## src/hdl/laf_pkg.sv

```systemverilog
// ----------------------------------------------------------------------------
// laf_pkg
// Shared widths, reset values and control types for the location adjacency
// filter.
// ----------------------------------------------------------------------------
package laf_pkg;

   localparam int LOC_W          = 31;
   localparam int DEPTH_DEFAULT  = 4;
   localparam logic [LOC_W-1:0] WINDOW_RESET = 31'd1024;

   typedef logic [LOC_W-1:0] loc_type;

   // Per-strand control from the top level
   typedef struct packed {
      logic step;    // shift the stage-one location into this history
      logic clear;   // end of stream: empty the history
   } strand_ctrl_type;

   // Per-strand test outcome back to the top level
   typedef struct packed {
      logic    hit;     // full history and oldest entry is inside the window
      loc_type oldest;
   } strand_stat_type;

endpackage

```

## src/hdl/laf_strand.sv

```systemverilog
// ----------------------------------------------------------------------------
// laf_strand
// Shift history and fill counter for one strand, with the window test against
// the oldest held location.
// ----------------------------------------------------------------------------
module laf_strand #(
   parameter int HISTORY_DEPTH = laf_pkg::DEPTH_DEFAULT
) (
   input  logic                     clock,
   input  logic                     reset,
   input  laf_pkg::strand_ctrl_type ctrl,
   input  laf_pkg::loc_type         location,
   input  laf_pkg::loc_type         window_range,
   output laf_pkg::strand_stat_type stat
);
   import laf_pkg::*;

   localparam int FILL_W = $clog2(HISTORY_DEPTH + 1);
   localparam logic [FILL_W-1:0] FULL_COUNT = FILL_W'(HISTORY_DEPTH);

   loc_type           hist_ff [HISTORY_DEPTH];
   logic [FILL_W-1:0] fill_ff;
   logic [FILL_W-1:0] fill_in;
   logic              full;
   loc_type           diff;

   assign full = (fill_ff == FULL_COUNT);
   // Modulo 2^31 difference falls out of the 31-bit subtract
   assign diff = location - hist_ff[0];

   assign stat.hit    = full && (diff < window_range);
   assign stat.oldest = hist_ff[0];

   always_comb begin
      fill_in = fill_ff;
      if (ctrl.clear) begin
         fill_in = '0;
      end else if (ctrl.step && !full) begin
         fill_in = fill_ff + 1'b1;
      end
   end

   always_ff @(posedge clock) begin
      if (reset) begin
         fill_ff <= '0;
      end else begin
         fill_ff <= fill_in;
      end
   end

   // Entries are only read once the history is full, so no clearing is needed
   always_ff @(posedge clock) begin
      if (ctrl.step) begin
         for (int j = 0; j < HISTORY_DEPTH - 1; j++) begin
            hist_ff[j] <= hist_ff[j+1];
         end
         hist_ff[HISTORY_DEPTH-1] <= location;
      end
   end

endmodule

```

## src/hdl/location_adjacency_filter_core.sv

```systemverilog
// ----------------------------------------------------------------------------
// location_adjacency_filter_core
// Per-strand adjacency filter over a sorted stream of seed locations.
// ----------------------------------------------------------------------------
// Every request passes through the input register and then the response
// register, and one request is taken in every cycle while responses are
// taken. The rate is set by the history shift and window compare of each
// strand, which both finish in the cycle an item leaves the input register.
// A request whose strand history is full and whose location lies less than
// window_range (modulo 2^31) past the oldest held location returns that
// oldest location; an end-of-stream request returns an end marker with a
// zero location and empties both histories. Other requests return nothing.
// csr_wr_data loads window_range (reset 1024); the user must write it only
// while idle, as the block itself does not enforce this.
module location_adjacency_filter_core #(
   parameter int HISTORY_DEPTH = laf_pkg::DEPTH_DEFAULT
) (
   input  logic                    clock,
   input  logic                    reset,
   // request channel
   input  logic                    req_valid,
   output logic                    req_ready,
   input  laf_pkg::loc_type        req_location,
   input  logic                    req_strand,
   input  logic                    req_is_end,
   // response channel
   output logic                    rsp_valid,
   input  logic                    rsp_ready,
   output laf_pkg::loc_type        rsp_kept_location,
   output logic                    rsp_end_marker,
   // configuration
   input  logic                    csr_wr_en,
   input  laf_pkg::loc_type        csr_wr_data
);
   import laf_pkg::*;

   // window register
   loc_type window_ff;

   // input register (stage one)
   logic    s1_valid_ff;
   loc_type s1_location_ff;
   logic    s1_strand_ff;
   logic    s1_is_end_ff;

   // response register
   logic    rsp_valid_ff;
   loc_type rsp_kept_location_ff;
   logic    rsp_end_marker_ff;

   logic            advance;     // stage-one item is processed this cycle
   logic            rsp_free;
   strand_ctrl_type ctrl_one;
   strand_ctrl_type ctrl_two;
   strand_stat_type stat_one;
   strand_stat_type stat_two;
   strand_stat_type stat_sel;

   // The response register is free when empty or being drained this cycle.
   // Stage one waits on it even for items that make no result; that keeps
   // the control simple and costs nothing while the sink keeps up.
   assign rsp_free  = !rsp_valid_ff || rsp_ready;
   assign advance   = s1_valid_ff && rsp_free;
   assign req_ready = !s1_valid_ff || advance;

   // Strand bit one selects history one, zero selects history two
   assign ctrl_one.step  = advance && !s1_is_end_ff && s1_strand_ff;
   assign ctrl_one.clear = advance && s1_is_end_ff;
   assign ctrl_two.step  = advance && !s1_is_end_ff && !s1_strand_ff;
   assign ctrl_two.clear = advance && s1_is_end_ff;

   laf_strand #(.HISTORY_DEPTH(HISTORY_DEPTH)) u_strand_one (
      .clock        (clock),
      .reset        (reset),
      .ctrl         (ctrl_one),
      .location     (s1_location_ff),
      .window_range (window_ff),
      .stat         (stat_one)
   );

   laf_strand #(.HISTORY_DEPTH(HISTORY_DEPTH)) u_strand_two (
      .clock        (clock),
      .reset        (reset),
      .ctrl         (ctrl_two),
      .location     (s1_location_ff),
      .window_range (window_ff),
      .stat         (stat_two)
   );

   assign stat_sel = s1_strand_ff ? stat_one : stat_two;

   // Window register: no handshake, written whenever the enable is high
   always_ff @(posedge clock) begin
      if (reset) begin
         window_ff <= WINDOW_RESET;
      end else if (csr_wr_en) begin
         window_ff <= csr_wr_data;
      end
   end

   // Stage one control
   always_ff @(posedge clock) begin
      if (reset) begin
         s1_valid_ff <= 1'b0;
      end else if (req_ready) begin
         s1_valid_ff <= req_valid;
      end
   end

   // Stage one payload
   always_ff @(posedge clock) begin
      if (req_valid && req_ready) begin
         s1_location_ff <= req_location;
         s1_strand_ff   <= req_strand;
         s1_is_end_ff   <= req_is_end;
      end
   end

   // Response control
   always_ff @(posedge clock) begin
      if (reset) begin
         rsp_valid_ff <= 1'b0;
      end else if (advance) begin
         rsp_valid_ff <= s1_is_end_ff || stat_sel.hit;
      end else if (rsp_ready) begin
         rsp_valid_ff <= 1'b0;
      end
   end

   // Response payload
   always_ff @(posedge clock) begin
      if (advance) begin
         if (s1_is_end_ff) begin
            rsp_kept_location_ff <= '0;
            rsp_end_marker_ff    <= 1'b1;
         end else begin
            rsp_kept_location_ff <= stat_sel.oldest;
            rsp_end_marker_ff    <= 1'b0;
         end
      end
   end

   assign rsp_valid         = rsp_valid_ff;
   assign rsp_kept_location = rsp_kept_location_ff;
   assign rsp_end_marker    = rsp_end_marker_ff;

   // An end item leaving stage one always makes an end-marker response
   a_end_response: assert property (@(posedge clock) disable iff (reset)
      (advance && s1_is_end_ff) |=> (rsp_valid && rsp_end_marker))
      else $error("end item produced no end marker");

   // End-marker responses carry a zero location
   a_end_zero: assert property (@(posedge clock) disable iff (reset)
      (rsp_valid && rsp_end_marker) |-> (rsp_kept_location == '0))
      else $error("end marker with nonzero location");

   // A response still waiting must not be overwritten by stage one
   a_no_overrun: assert property (@(posedge clock) disable iff (reset)
      (rsp_valid && !rsp_ready) |-> !advance)
      else $error("stage one advanced over a stalled response");

endmodule

```

## config.mk

```make
export PLATFORM = sky130hd
export DESIGN_NAME = location_adjacency_filter_core
export DESIGN_NICKNAME = d
export VERILOG_FILES = /design/src/hdl/laf_pkg.sv /design/src/hdl/laf_strand.sv /design/src/hdl/location_adjacency_filter_core.sv
export SDC_FILE = /design/constraint.sdc
export NUM_CORES = 1
export LEC_CHECK = 0
export BUFFER_PORTS_ARGS = -buffer_cell sky130_fd_sc_hd__buf_2
export CORE_ASPECT_RATIO = 2
export CORE_UTILIZATION = 30
export CTS_CLUSTER_DIAMETER = 40
export DETAILED_ROUTE_END_ITERATION = 16
export PLACE_DENSITY = 0.49
export SYNTH_ARGS = -nofsm -noshare
export SYNTH_HDL_FRONTEND = slang
export SYNTH_SLANG_ARGS = --single-unit
```

## constraint.sdc

```tcl
create_clock -name clock -period 34.5 [get_ports clock]
set_clock_uncertainty 0.05 [all_clocks]
set_input_delay 6.9 -clock clock [delete_from_list [all_inputs] [get_ports clock]]
set_output_delay 6.9 -clock clock [all_outputs]
set_load 0.02 [all_outputs]
```

# Word level (Yosys, flattened, before mapping)
# Memories as Yosys holds them, arrays and structs flattened.
# Index checks and enable logic that the tools add are counted.
[op_classes] n_addsub=4 order_cmp=2 n_eq_ne=2 n_mux=8 reduce_logical=21
[op_table] op="$lt A31 B31 Y1" count=2
[op_table] op="$sub A31 B31 Y31" count=2
[op_table] op="$mux W32" count=1
[op_table] op="$logic_and A1 B1 Y1" count=10
[op_table] op="$mux W1" count=7
[op_table] op="$add A3 B1 Y3 const B" count=2
[op_table] op="$eq A3 B3 Y1 const B" count=2
[op_table] op="$logic_not A1 Y1" count=6
[op_table] op="$logic_or A1 B1 Y1" count=3
[op_table] op="$reduce_bool A2 Y1" count=1
[op_table] op="$reduce_or A2 Y1" count=1
[totals] reg_bits=104 mem_bits_rw=248 input_bits=69 out_inout_bits=34 memories=2
[mem_list] memory="u_strand_one.hist_ff" words=4 width=31 rd=4 rd_ports_with_merged_regs=0 write_ports=4 line_no="laf_strand.sv:21" rtl="loc_type hist_ff [HISTORY_DEPTH];"
[mem_list] memory="u_strand_two.hist_ff" words=4 width=31 rd=4 rd_ports_with_merged_regs=0 write_ports=4 line_no="laf_strand.sv:21"

# Longest topological paths before layout
# Gate-level depths: netlist of run 1.
[logic_depth] word_depth=7 depth_mapped=21 depth_no_buf=21

# Hierarchy
# From an unflattened synthesis of run 1, not the netlist that was laid out.
[hier_totals] hier_cells=1272 hier_area_um2=16505.8
[by_module_without_submodules] mod="laf_strand (u_strand_one)" n_inst=1 cells_each=517 area_each_um2=6448.7
[by_module_without_submodules] mod="laf_strand (u_strand_two)" n_inst=1 cells_each=503 area_each_um2=6384.9
[by_module_without_submodules] mod="location_adjacency_filter_core" n_inst=1 cells_each=252 area_each_um2=3672.3

# Worst setup path after synthesis of run 1
# OpenSTA, ideal clock, no wires.
[synth_path] kind="in2reg" from="input port rsp_ready" to="register u_strand_one.fill_ff[2]" arrival_time_ns=17.144 slack_ns=17.188 stages=7 path_buffers=0 path_cell_list="nor2b_1 > nand2b_1 > nor3b_1 > a21boi_0 > nand2_1 > xor2_1 > nor2_1"
[synth_lines] element="from (decl)" line_no="location_adjacency_filter_core.sv:28" rtl="input logic rsp_ready,"
[synth_lines] element="to (signal assigned)" line_no="laf_strand.sv:47" rtl="fill_ff <= fill_in;"
[synth_lines] element="to (decl)" line_no="laf_strand.sv:22" rtl="logic [FILL_W-1:0] fill_ff;"

# Worst setup path after layout of run 1
[layout_path] from="input port rsp_ready" to="output port req_ready"
[layout_between] elab_chain_cells=3
[layout_lines] element="$logic_or A1 B1 Y1" line_no="location_adjacency_filter_core.sv:62" rtl="assign rsp_free = !rsp_valid_ff || rsp_ready;"
[layout_lines] element="$logic_and A1 B1 Y1" line_no="location_adjacency_filter_core.sv:63" rtl="assign advance = s1_valid_ff && rsp_free;"
[layout_lines] element="$logic_or A1 B1 Y1" line_no="location_adjacency_filter_core.sv:64" rtl="assign req_ready = !s1_valid_ff || advance;"
[layout_lines] element="to (decl)" line_no="location_adjacency_filter_core.sv:22" rtl="output logic req_ready,"
# Every way passes these cells.

==> results list, run 1 <==
- Summed over all layers, the routed wires come to 37540 um.
- Across all hold checks on the routed design, the worst slack comes to 0.3608 ns.
- For this run, asynchronously set or reset flops after synthesis account for 0%.
- Hold/Removal Path Class: reg -> reg
- In the routed layout, each cell is associated on average with a via count of 4.705.
- Share of the synthesized area in the top cell type: 59.21%
* Startpoint of the worst setup timing path: rsp_ready
* Worst r2r path cells: 19
- RSZ-0062 raised after global routing: no
- The number of nets handed over by synthesis was 1366.
- Global-route wire length before repair: 56030 um
- Starting DRT DRC Count: 493
- Kind of start point of the critical path: primary input
- Leftover overflow at the end of global routing: 0
- Hold buffers post-CTS: 0
- Number of buffers inserted during clock tree synthesis: 42
- Leaving out fill and tap cells, the most frequent cell in the layout is sky130_fd_sc_hd__edfxtp_1.
- Synthesis handed over a netlist of 1171 instances.
- TritonCTS built the clock tree.
- Most frequent cells in the layout: sky130_fd_sc_hd__edfxtp_1 (313), sky130_fd_sc_hd__ha_1 (124), sky130_fd_sc_hd__nor2_1 (106), sky130_fd_sc_hd__inv_1 (104), sky130_fd_sc_hd__buf_2 (102)
- For this run, the register share of the synthesized area comes to 64.12%.
- After synthesis, the largest family of logic cells by area is adder cells.
* Post-Route Utilization: 35.67%
- Share of post-route cells with drive strength above 1: 14.64%
- Area leader, netlist: sky130_fd_sc_hd__edfxtp_1
* Number of instances resized during post-cts repair: 0
* Number of DRC violations after detailed routing: 0
* Detail Placement HPWL: 26900 um
- For the finished layout, the period the worst path requires is 14.48 ns.
- H-tree depth: 2
* Dominant register cell in the synthesized netlist: sky130_fd_sc_hd__edfxtp_1
- Buffers placed on the I/O ports in this run total 102.
- Seq cells post-synth: 352
* Highest attainable clock frequency: 69.08 MHz
- Adder-cell share of the synthesized area: 10.03%
- Dividing the detail-routed wire length by the instance count gives 18.85 um.
- Setup crit end kind: output pin
* Final std cells w/o fill: 1992
- Average size of a mapped cell: 13.56 um^2
- Total core area: 0.05197 mm^2
- Clk buf depth: 3
- Run status: finished clean
* R2R Setup Slk: 28.22 ns
* Post-synthesis share of cell area spent on xor and xnor gates: 3.255%
* Number of inserted diodes: 0
* Post-synthesis simple-gate area fraction: 6.581%
* Post-synthesis cell type count: 60
- In the final design database the tool counted 1495 nets.
* Via count: 9373
* Number of clock sinks: 352
- # IOs: 103
- Pre-CTS setup slack: 20.02 ns
- Data required time of the critical path: 27.55 ns
- The initial utilization of the core area, before any placement, comes to 30.55%.
- Largest net degree at the start of global routing: 128
* Endpoint of the worst register-to-register path: rsp_valid
* Antenna violations before repair: 0
* Max-capacitance violation count: 0
- Instance count after placement with tap cells included: 1916
* Complex-gate fraction of the synthesized area: 8.961%
- Transition time at the pin with the least slew margin: 1.134 ns
- Data on the critical path arrives at its endpoint at 7.53 ns.
* Leakage power: 7.271 nW
- Counting flops with a built-in enable in the synthesized netlist gives 313.
- The via count of the first global-routing pass is 9800.
- The filler cells instantiated in the layout total 5125.
- Clock root cell: sky130_fd_sc_hd__clkbuf_16
- Share of the clock period used by the worst path after layout: 41.96%
* Post-DRT Antenna Nets: 0
- Die width: 164.7 um
- Of all nets on the critical path, the largest fanout is 5.
- Die span in y: 327.3 um
- Post-CTS Setup Bufs: 0
- In the post-route analysis, the smallest setup slack over all paths is 20.02 ns.
- Row Count: 118
- After synthesis the cells add up to 0.01588 mm^2.
* Power Density: 54.27 mW/mm^2
* Slew headroom: 22.45%
* Max rail drop VDD: 0.00004649 V
- The number of hold violations in the final report came to 0.
* Setup TNS: 0 ns
- By area the synthesized netlist is led by sky130_fd_sc_hd__edfxtp_1 (59%), sky130_fd_sc_hd__ha_1 (9.8%), sky130_fd_sc_hd__dfxtp_1 (4.9%).
* R2R Path Start: s1_location_ff[0]
- Area of the die: 0.05390 mm^2
- Yosys warns: 0
* Global placement routability congestion: 0.8687
* Clock latency on the worst-skew pair: 0.54 ns
* Portion of netlist area occupied by mux cells: 3.980%
* Clock transition time at the flip-flop clock pins of the worst setup and hold paths: 0.06 ns
* Max-slew violations: 0
- GRT Resource Usage Total: 14.13%
- Area added between synthesis and finish: 16.76%
- Worst Setup Path Type: in -> out
- Start point of the worst hold path: u_strand_two.hist_ff[3][19]
- For this run, the detailed router's first-pass iteration total came to 5.
- The critical path ends at req_ready.
- Setup violations remaining at the end of the flow were counted as 0.
per-layer routing:
metal | vias to the layer above | GRT usage (%) | share of wire (%) | routed length [um]
li1 | 4569 | - | - | -
met1 | 4560 | 14.97 | 38 | 14150
met2 | 170 | 27.15 | 56 | 20860
met3 | 74 | 1.773 | 2.8 | 1049
met4 | 0 | 6.183 | 3.9 | 1481
met5 | - | 0 | 0 | 0
Yosys cell counts, types with 17 or more instances:
| master | n |
|---|---|
| sky130_fd_sc_hd__edfxtp_1 | 313 |
| sky130_fd_sc_hd__ha_1 | 124 |
| sky130_fd_sc_hd__nor2_1 | 106 |
| sky130_fd_sc_hd__inv_1 | 105 |
| sky130_fd_sc_hd__a21oi_1 | 70 |
| sky130_fd_sc_hd__mux2i_1 | 62 |
| sky130_fd_sc_hd__a21o_1 | 49 |
| sky130_fd_sc_hd__nand2_1 | 41 |
| sky130_fd_sc_hd__xnor2_1 | 41 |
| sky130_fd_sc_hd__dfxtp_1 | 39 |
| sky130_fd_sc_hd__o21ai_0 | 31 |
| sky130_fd_sc_hd__nand3_1 | 19 |
| sky130_fd_sc_hd__nand4_1 | 19 |
| sky130_fd_sc_hd__xor2_1 | 18 |
| sky130_fd_sc_hd__clkbuf_1 | 17 |
flip-flops by register name (all words and copies together) (netlist names):
name / cells
rsp_kept_location: 31
s1_location_ff: 31
u_strand_one.fill_ff: 3
rsp_end_marker: 1
s1_valid_ff: 1
rsp_valid: 1
s1_is_end_ff: 1
window_ff: 31
u_strand_two.fill_ff: 3
u_strand_one.hist_ff: 124
s1_strand_ff: 1
u_strand_two.hist_ff: 124
worst min-delay path by stage:
stage,end,slack (ns),cells after the start
after floorplan,u_strand_one.hist_ff[0][0],0.35,0
after global placement,u_strand_two.hist_ff[1][20],0.35,0
after detailed placement,u_strand_one.hist_ff[0][14],0.35,0
after CTS,u_strand_two.hist_ff[2][10],0.36,0
after global routing,u_strand_one.hist_ff[2][7],0.37,0
final,u_strand_two.hist_ff[2][19],0.36,0
through the flow:
step	instance area, um^2	power (mW)
2_1_floorplan	15880	0.5588
3_3_place_gp	17190	0.5902
6_report	18540	1.006
5_1_grt	18540	1.050
4_1_cts	18540	1.025
3_5_place_dp	17190	0.5923
cell families (layout without fill, tap and decap cells):
logic type / after synthesis / count (layout)
adder cells (fa/ha/maj): 126 / 126
AND/OR/NAND/NOR: 225 / 225
XOR/XNOR: 59 / 59
multiplexers: 63 / 63
flip-flops: 352 / 352
buffers and inverters: 129 / 290
AO/OA/AOI/OAI: 217 / 217
power by group:
part / total (mW) / internal, mW / switching, mW
Combinational: 0.0996 / 0.0407 / 0.0590
Clock: 0.425 / 0.240 / 0.185
Sequential: 0.481 / 0.475 / 0.00696
Total: 1.01 / 0.755 / 0.251
critical path: stages:
cell	delay [ns]
sky130_fd_sc_hd__buf_2	0.10
sky130_fd_sc_hd__nor2b_1	0.26
sky130_fd_sc_hd__nand2_1	0.11
sky130_fd_sc_hd__buf_2	0.17
area by class of cell:
class / count / area [um^2] / share of cell area [%]
clock buffer: 51 / 1126 / 6.075
tap: 660 / 825.8 / 4.455
sequential: 352 / 10180 / 54.92
clock inverter: 25 / 216.5 / 1.168
multi-input combinational: 690 / 5219 / 28.15
timing repair buffer: 109 / 575.6 / 3.105
inverter: 105 / 394.1 / 2.126
Note: power is estimated with default switching activity, not from simulation.
==> run 2: changes to the inputs <==
--- a/config.mk
+++ b/config.mk
@@ -5,12 +5,13 @@
 export SDC_FILE = /design/constraint.sdc
 export NUM_CORES = 1
 export LEC_CHECK = 0
+export ABC_AREA = 1
 export BUFFER_PORTS_ARGS = -buffer_cell sky130_fd_sc_hd__buf_2
 export CORE_ASPECT_RATIO = 2
 export CORE_UTILIZATION = 30
 export CTS_CLUSTER_DIAMETER = 40
 export DETAILED_ROUTE_END_ITERATION = 16
-export PLACE_DENSITY = 0.49
+export PLACE_DENSITY = 0.51
 export SYNTH_ARGS = -nofsm -noshare
 export SYNTH_HDL_FRONTEND = slang
 export SYNTH_SLANG_ARGS = --single-unit
==> constraint.sdc (replaced) <==
create_clock -name clock -period 13.08 [get_ports clock]
set_clock_uncertainty 0.05 [all_clocks]
set_input_delay 2.616 -clock clock [delete_from_list [all_inputs] [get_ports clock]]
set_output_delay 2.616 -clock clock [all_outputs]
set_load 0.02 [all_outputs]
==> results list, run 2 <==
* Number of buffers inserted during clock tree synthesis: 39 (-7.1%)
* Met2 routing resource usage after global routing: 32.38% (+5.2 points)
* Detail Placement HPWL: 34330 um (+28%)
* Violations in the final reports: design-rule violations
- The mean post-synth cell area came to 11.49 um^2 (-15%).
- The synthesized netlist cell count is 1413 (+21%).
- Yosys attributes the largest share of cell area to sky130_fd_sc_hd__edfxtp_1 (58%), sky130_fd_sc_hd__ha_1 (9.6%), sky130_fd_sc_hd__a21oi_1 (5.2%).
* Most instantiated library cell after synthesis: sky130_fd_sc_hd__edfxtp_1
- The synthesized netlist net count came to 1608 (+18%).
* Transition time at the pin with the least slew margin: 0.9824 ns (-0.1515 ns)
- Largest fanout on the critical path: 3 (-2)
* Clock latency on the worst-skew pair: 0.55 ns (about the same)
* Number of clock sinks: 352 (unchanged)
- Post-synth ARST share: 0% (unchanged)
* Area leader, netlist: sky130_fd_sc_hd__edfxtp_1
- Number of DRC violations after detailed routing: 6 (+6)
* Number of inserted diodes: 0 (unchanged)
- The average wire per standard cell came to 19.60 um (+4.0%).
- Setup repair after global routing left no endpoint under its margin.
- The total wirelength of the detailed-routed design is 44020 um (+17%).
- The flow ran to the end, but the final reports show violations.
* Number of instances resized during post-cts repair: 0 (unchanged)
* H-tree depth: 2 (unchanged)
- For this run, the top clock speed supported by timing is 174.1 MHz.
- Sequential area share after synthesis: 62.72% (-1.4 points)
- After global routing, the most crowded layer is met2.
* Worst Setup Path Type: in -> out
- The die area came to 0.05509 mm^2 (+2.2%).
- GRT Resource Usage Total: 16.11% (+2.0 points)
- Among all flip-flop cells after synthesis, the most frequent one is sky130_fd_sc_hd__edfxtp_1.
* Final setup violating endpoints: 0 (unchanged)
* Met3 usage: 1.816% (+0.044 points)
- The min-delay analysis places its worst path in the category reg -> reg.
* Via count: 10660 (+14%)
- Yosys warns: 0 (unchanged)
- The core occupancy in the finished layout is 35.22% (-0.44 points).
* Biggest regs: u_strand_one.hist_ff: 124 flops, u_strand_two.hist_ff: 124 flops
- The top-area cell type share of the netlist area is 57.91% (-1.3 points).
- The share of layout cells above drive strength 1 is 11.87% (-2.8 points).
- The worst path uses 43.92% of the clock period.
- The static leakage came to 7.442 nW (+2.4%).
- The via count of the first global-routing pass was 10770 (+9.9%).
- The die boundary height came to 330.9 um (+1.1%).
* Max-capacitance violation count: 0 (unchanged)
* Starting density of the core: 30.36% (-0.18 points)
- # IOs: 103 (unchanged)
- Seq cells post-synth: 352 (unchanged)
* Global-route wire length before repair: 64260 um (+15%)
- Post-synthesis instance area: 0.01623 mm^2 (+2.2%)
* Synth top cells by count: sky130_fd_sc_hd__edfxtp_1 (313), sky130_fd_sc_hd__inv_1 (195), sky130_fd_sc_hd__nand2_1 (193)
- Die width: 166.5 um (+1.1%)
* Power Density: 140.5 mW/mm^2 (+160%)
- Global placement routability congestion: 0.9163 (+5.5%)
- The count of buffers from port buffering came to 102 (unchanged).
- Most frequent cells in the layout: sky130_fd_sc_hd__edfxtp_1 (313), sky130_fd_sc_hd__inv_1 (193), sky130_fd_sc_hd__nand2_1 (193), sky130_fd_sc_hd__a21oi_1 (169), sky130_fd_sc_hd__ha_1 (124)
- Final-report hold violation count: 0 (unchanged)
- Avg Vias per Cell: 4.744 (+0.82%)
- The final layout net count was 1741 (+16%).
- The smallest clock period supported by the final layout is computed as 5.745 ns.
- The worst slew margin relative to its limit came to 34.51% (+12 points).
- The maximum vdd drop is 0.00009210 V (+98%).
- The detailed-routing iteration count for the pre-antenna-repair pass was 12 (+7).
* Antenna violations before repair: 0 (unchanged)
- Largest net degree at the start of global routing: 77 (-40%)
* Clock root cell: sky130_fd_sc_hd__clkbuf_16
* Clock transition time at the flip-flop clock pins of the worst setup and hold paths: 0.06 ns (about the same)
- Most frequent standard cell in the layout excluding fill and tap cells: sky130_fd_sc_hd__edfxtp_1
- The total number of placement rows was 120 (+1.7%).
- TritonCTS clock tree: done
* Leftover overflow at the end of global routing: 0 (unchanged)
- Starting DRT DRC Count: 669 (+36%)
- The number of setup buffers added after CTS came to 0 (unchanged).
- The hold buffer count at cts is 0 (unchanged).
- Setup crit end kind: output pin
- Relative to the synthesized area, the layout overhead comes to 16.01%.
* Setup TNS: 0 ns (unchanged)
- Global-route track usage on met1: 14.20% (-0.77 points)
* Post-DRT Antenna Nets: 0 (unchanged)
* Max-slew violations: 0 (unchanged)
- Clk buf depth: 3 (unchanged)
- The count of flip-flops with a built-in enable after synthesis came to 313 (unchanged).
* Data required time of the critical path: 10.41 ns (-17.14 ns)
- The arrival time at the worst endpoint is 3.08 ns (-4.45 ns).
* Post-synthesis cell type count: 37 (-38%)
* Total core area: 0.05345 mm^2 (+2.9%)
- Kind of start point of the critical path: primary input
[run 2: cell count changes in the layout (fill, tap and decap cells not counted), moves of 39 or more]
cell                      previous run  this run
sky130_fd_sc_hd__o21ai_0            31       100
sky130_fd_sc_hd__nand2_1            41       193
sky130_fd_sc_hd__inv_1             104       193
sky130_fd_sc_hd__mux2i_1            62         0
sky130_fd_sc_hd__a21oi_1            70       169
sky130_fd_sc_hd__a21o_1             49        10
[run 2: cell type report]
type,count,area (um^2)
clock buffers,49,1045
clock inverters,21,192.7
fillers,5342,34620
inverters,195,732.0
multi-input cells,847,5261
flip-flops and latches,352,10180
well taps,671,839.6
repair buffers,111,578.1
[run 2: cells by family (layout without fill, tap and decap cells)]
group | count (synthesis) | count (layout) | synth area share (%)
buffers and inverters | 214 | 376 | 4.950
AND/OR/NAND/NOR | 347 | 347 | 8.851
flip-flops | 352 | 352 | 62.72
AO/OA/AOI/OAI | 318 | 318 | 10.65
adder cells (fa/ha/maj) | 126 | 126 | 9.807
XOR/XNOR | 56 | 56 | 3.022
[run 2: metal layers]
layer	share of wire, %	routed length (um)
met1	32	14290
met2	56	24770
met3	3.1	1362
met4	8.2	3592
met5	0	0
[run 2: report_power, final]
| group | switching [mW] | internal (mW) | total (mW) |
|---|---|---|---|
| Combinational | 0.203 | 0.104 | 0.307 |
| Sequential | 0.0198 | 1.25 | 1.27 |
| Clock | 0.451 | 0.613 | 1.06 |
| Total | 0.674 | 1.97 | 2.64 |
[run 2: worst max-delay path, stage by stage]
cell	delay [ns]
sky130_fd_sc_hd__buf_2	0.09
sky130_fd_sc_hd__inv_1	0.06
sky130_fd_sc_hd__nand3_1	0.12
sky130_fd_sc_hd__buf_2	0.19
[run 2: path summary, 6_finish.rpt]
path / startpoint / slack, ns / cells after the start / endpoint
worst min-delay path: u_strand_one.hist_ff[1][4] / 0.36 / 0 / u_strand_one.hist_ff[0][4]
worst max register to register: s1_location_ff[0] / 9.08 / 21 / rsp_valid
worst max-delay path: rsp_ready / 7.34 / 4 / req_ready
worst min register to register: u_strand_one.hist_ff[1][4] / 0.36 / 0 / u_strand_one.hist_ff[0][4]
[run 2: metrics by stage]
step	instance area [um^2]	power [mW]	setup slack, ns	hold slack [ns]	std cells
floorplan	16230	1.492	3.069	0.3503	1413
global placement	17590	1.601	7.318	0.3503	2176
detailed placement	17590	1.608	7.223	0.3545	2176
CTS	18830	2.686	7.333	0.3653	2246
global route	18830	2.758	7.296	0.3689	2246
finish	18830	2.645	7.335	0.3615	2246
